[config.mk]
export PLATFORM = sky130hd
export DESIGN_NAME = fekvc_ctrl
export DESIGN_NICKNAME = d
export VERILOG_FILES = /design/src/design/fekvc_pkg.sv /design/src/design/fekvc_ctrl.sv
export SDC_FILE = /design/constraint.sdc
export NUM_CORES = 1
export LEC_CHECK = 0
export ABC_AREA = 1
export BUFFER_PORTS_ARGS = -buffer_cell sky130_fd_sc_hd__clkbuf_2
export CAP_MARGIN = 20
export CORE_AREA = 2 2 39 41
export DETAILED_ROUTE_END_ITERATION = 6
export DIE_AREA = 0 0 41 43
export GPL_ROUTABILITY_DRIVEN = 0
export SYNTH_ARGS = -nofsm -noshare
export SYNTH_HDL_FRONTEND = slang
export SYNTH_SLANG_ARGS = --single-unit
[constraint.sdc]
create_clock -name clk_i -period 1.5 [get_ports clk_i]
set_input_delay 0.3 -clock clk_i [delete_from_list [all_inputs] [get_ports clk_i]]
set_output_delay 0.3 -clock clk_i [all_outputs]
set_load 0.01 [all_outputs]
[src/design/fekvc_pkg.sv]
// shared types and constants for the fifo evicting key value cache
package fekvc_pkg;

  // field widths of the stream words
  localparam int unsigned KeyW    = 32;
  localparam int unsigned ValW    = 32;
  localparam int unsigned LimitW  = 7;
  localparam int unsigned TotalW  = 8;
  localparam int unsigned InDataW = 64;
  localparam int unsigned OutDataW = 104;

  // reset value of the capacity limit register
  localparam logic [LimitW-1:0] LimitReset = 7'd65;

  // operation codes carried in the input tuser
  typedef enum logic [1:0] {
    OP_INSERT = 2'd0,
    OP_LOOKUP = 2'd1,
    OP_REMOVE = 2'd2,
    OP_NOP    = 2'd3
  } op_e;

  // controller states
  typedef enum logic [2:0] {
    ST_IDLE,
    ST_SEARCH,
    ST_EV_RD,
    ST_EV_CAP,
    ST_APPEND,
    ST_SHIFT,
    ST_DONE
  } state_e;

  // commands from controller to datapath
  typedef struct packed {
    logic load;
    logic search_step;
    logic shift_start;
    logic shift_step;
    logic ev_read;
    logic ev_take;
    logic append;
    logic drop;
    logic finish;
  } cmd_t;

  // status from datapath to controller
  typedef struct packed {
    op_e  op;
    logic val_zero;
    logic search_done;
    logic hit;
    logic evict_need;
    logic shift_done;
    logic out_busy;
  } stat_t;

endpackage

[src/design/fekvc_ctrl.sv]
// controller state machine sequencing search, eviction, append and shift
module fekvc_ctrl (
  input  logic              clk_i,
  input  logic              rst_ni,
  input  logic              s_tvalid_i,
  output logic              s_tready_o,
  input  fekvc_pkg::stat_t  stat_i,
  output fekvc_pkg::cmd_t   cmd_o
);

  fekvc_pkg::state_e state_q, state_d;

  // state register
  always_ff @(posedge clk_i or negedge rst_ni) begin
    if (!rst_ni) begin
      state_q <= fekvc_pkg::ST_IDLE;
    end else begin
      state_q <= state_d;
    end
  end

  // next state and commands
  always_comb begin
    state_d    = state_q;
    cmd_o      = '0;
    s_tready_o = 1'b0;
    unique case (state_q)
      fekvc_pkg::ST_IDLE: begin
        s_tready_o = 1'b1;
        if (s_tvalid_i) begin
          cmd_o.load = 1'b1;
          state_d    = fekvc_pkg::ST_SEARCH;
        end
      end
      fekvc_pkg::ST_SEARCH: begin
        if (!stat_i.search_done) begin
          cmd_o.search_step = 1'b1;
        end else begin
          case (stat_i.op)
            fekvc_pkg::OP_INSERT: begin
              if (stat_i.hit || stat_i.val_zero) begin
                state_d = fekvc_pkg::ST_DONE;
              end else if (stat_i.evict_need) begin
                state_d = fekvc_pkg::ST_EV_RD;
              end else begin
                state_d = fekvc_pkg::ST_APPEND;
              end
            end
            fekvc_pkg::OP_REMOVE: begin
              if (stat_i.hit) begin
                cmd_o.shift_start = 1'b1;
                state_d           = fekvc_pkg::ST_SHIFT;
              end else begin
                state_d = fekvc_pkg::ST_DONE;
              end
            end
            default: state_d = fekvc_pkg::ST_DONE;
          endcase
        end
      end
      fekvc_pkg::ST_EV_RD: begin
        cmd_o.ev_read = 1'b1;
        state_d       = fekvc_pkg::ST_EV_CAP;
      end
      fekvc_pkg::ST_EV_CAP: begin
        cmd_o.ev_take = 1'b1;
        state_d       = fekvc_pkg::ST_APPEND;
      end
      fekvc_pkg::ST_APPEND: begin
        cmd_o.append = 1'b1;
        state_d      = fekvc_pkg::ST_DONE;
      end
      fekvc_pkg::ST_SHIFT: begin
        if (stat_i.shift_done) begin
          cmd_o.drop = 1'b1;
          state_d    = fekvc_pkg::ST_DONE;
        end else begin
          cmd_o.shift_step = 1'b1;
        end
      end
      fekvc_pkg::ST_DONE: begin
        if (!stat_i.out_busy) begin
          cmd_o.finish = 1'b1;
          state_d      = fekvc_pkg::ST_IDLE;
        end
      end
      default: state_d = fekvc_pkg::ST_IDLE;
    endcase
  end

endmodule

==> results.cfg <==
[status]
status = finished clean

[synthesis]
yosys-top-cells-count = nor2_1 (12), inv_1 (11), nand2_1 (11)
synth.ff_latch_count = 3
yosys.cell_count.top_type = nor2_1
yosysTopAreaCell = dfrtp_1
synthTopCellsByArea = dfrtp_1 (24%), nor2_1 (14%), inv_1 (13%)
ys_async_sr_fraction_pct = 100
synth_fp_nets = 66
ys_seq_area_share_pct = 23.9
synth_cells = 55
synth_area_um2 = 314
syn_area_per_cell_um2 = 5.71
synthDistinctLibCells = 16
synth_enable_flop_cells = 0
ys_warn_count = 0
synth-main-ff-cell = dfrtp_1
synth_top_area_share_pct = 23.9

[drt]
drt_pass1_iterations = 4
postRouteAntennaNets = 0
drc = 0
drt-initial-drc-count = 4
via_per_inst = 4.40
wl_per_cell_um = 9.43
vias = 458
wl_um = 981

[floorplanning]
die_h_um = 43
dieArea_um2 = 1760
die_w_um = 41
core_um2 = 1380
io_pins = 21
rows = 14
start_util_pct = 22.7

[clock_tree]
clock-root-buffer = clkbuf_4
cts_buffer_depth = 2
cts.sinks = 3
worst_skew_pair.late_latency_ns = 0.24
cts_tree = yes
cts.clk_slew.worst_paths_ns = 0.04
cts_buffers = 3
htree_levels = 1

[sta]
finalSetupViolCount = 0
tightest_slew_ns = 0.186
holdWs_ns = 0.389
post-route-worst-setup-slack_ns = 0.0237
slew_headroom_pct = 87.5
fin_skew_ns = 0.00612
period_needed_ns = 1.48
final-hold-violation-count = 0
rsz0062_at_grt = yes
drv_slew = 0
fmax_mhz = 677
period_share_pct = 98.4

[pwr]
irDropWorstVdd_mv = 0.706
switching_share_pct = 48.4
comb_power_share_pct = 68.5
p_leak_nw = 0.351
intPower_mw = 0.572
seqPwrFrac_pct = 18.5
switchingPower_mw = 0.538
power_density_nw_per_um2 = 1870
clkPwrFrac_pct = 13.0

[final_layout]
largest_reg_flops = 3
final_layout_size_suffix_gt1_share_pct = 55.7
areaGrowthSynthToFinish_pct = 88.8
top_register = state_q
diodes = 0
largestRegisters = state_q (3)
final_design_area_no_fill_um2 = 593
utilization_pct = 42.9
n_fill_cell = 157
nets = 100

[place]
hpwl_um = 698
postPlaceCellArea_um2 = 434
dp_slack_ns = 0.168
portBuffers = 20

[global_routing]
grt_pass1_vias = 410
grt_use_total_pct = 12.3
antenna_found_initial = 0
grt-ovfl-total = 0
grt_pass1_wl_um = 1480
grt_max_degree = 8

[worst_setup_path]
path_max_fanout = 5
end_kind = output port
startpoint_type = flop
crit_type = flop to output port
cp.arrival_ns = 1.18
cp_data_required_time_ns = 1.20

[flow_run]
cap_violations = 0

[hold_path]
min_path_type = input port to async pin
worst paths after layout:
path,slack [ns],from,depth (start not counted),endpoint
hold reg to reg,0.72,state_q[0],3,state_q[0]
setup / recovery,0.02,state_q[2],3,cmd_o[3]
setup reg to reg,0.31,state_q[2],6,state_q[0]
max in group asynchronous,0.98,rst_ni,2,state_q[0]
min in group clk_i,0.43,s_tvalid_i,3,state_q[0]
hold / removal,0.39,rst_ni,2,state_q[1]
stage by stage:
step	std cells	TNS, ns	power (mW)
floorplan	55	0	0.531
detailed placement	91	0	0.689
CTS	100	-0.00357	0.961
global placement	91	0	0.680
global route	104	-0.0972	1.22
finish	104	0	1.11
per-layer routing:
metal / share of wire (%) / vias to the layer above / wire length (um) / track usage (%)
li1: - / 240 / - / -
met2: 54 / 13 / 533 / 20.9
met4: 1.9 / 0 / 19 / 6.00
met1: 38 / 202 / 376 / 13.0
met3: 5.2 / 3 / 51 / 3.14
met5: 0 / - / 0 / 0
worst max-delay path, cell delays in order, from the launching register on:
cell	delay, ns
dfrtp_2	0.46
buf_4	0.16
nor3_4	0.16
buf_2	0.15
layout by cell type, fill, tap and decap left out, types with 2 or more instances in the layout:
| cell | count |
|---|---|
| nand2_2 | 2 |
| inv_2 | 3 |
| buf_4 | 7 |
| dfrtp_2 | 2 |
| clkbuf_2 | 14 |
| clkbuf_4 | 3 |
| nor2_4 | 2 |
| inv_1 | 10 |
| buf_6 | 2 |
| nand3_1 | 2 |
| nor2_1 | 11 |
| nand4_1 | 2 |
| nor3_2 | 2 |
| nand2_1 | 9 |
| buf_2 | 5 |
cell type report:
type	count	area [um2]	share of cell area [%]
clock buffers	4	26.3	4.43
inverters	14	55.1	9.28
multi-input cells	38	234	39.5
flip-flops and latches	3	77.6	13.1
well taps	16	20.0	3.38
repair buffers	29	180	30.4
what timing repair did:
action	4_1_cts	5_1_grt
pin swaps	0	5
endpoints found under the hold margin	3	0
buffers inserted	4	4
endpoints found under the setup margin	4	6
hold buffers	1	0
resized for setup	6	16
cells by family (layout without fill, tap and decap cells):
| family | count (synthesis) | count (layout) | synth area share [%] |
|---|---|---|---|
| AOI/OAI and AO/OA | 3 | 3 | 5.97 |
| and+or+nand+nor | 35 | 35 | 53.4 |
| DFF | 3 | 3 | 23.9 |
| buffers and inverters | 14 | 47 | 16.7 |
power groups by stage:
stage	sequential, mW	clock [mW]	combinational (mW)
after floorplan	0.183	0	0.348
after global placement	0.192	0	0.488
after detailed placement	0.195	0	0.494
after CTS	0.196	0.148	0.617
after global routing	0.207	0.159	0.853
final	0.205	0.144	0.761
(Power assumes the default switching activity.)
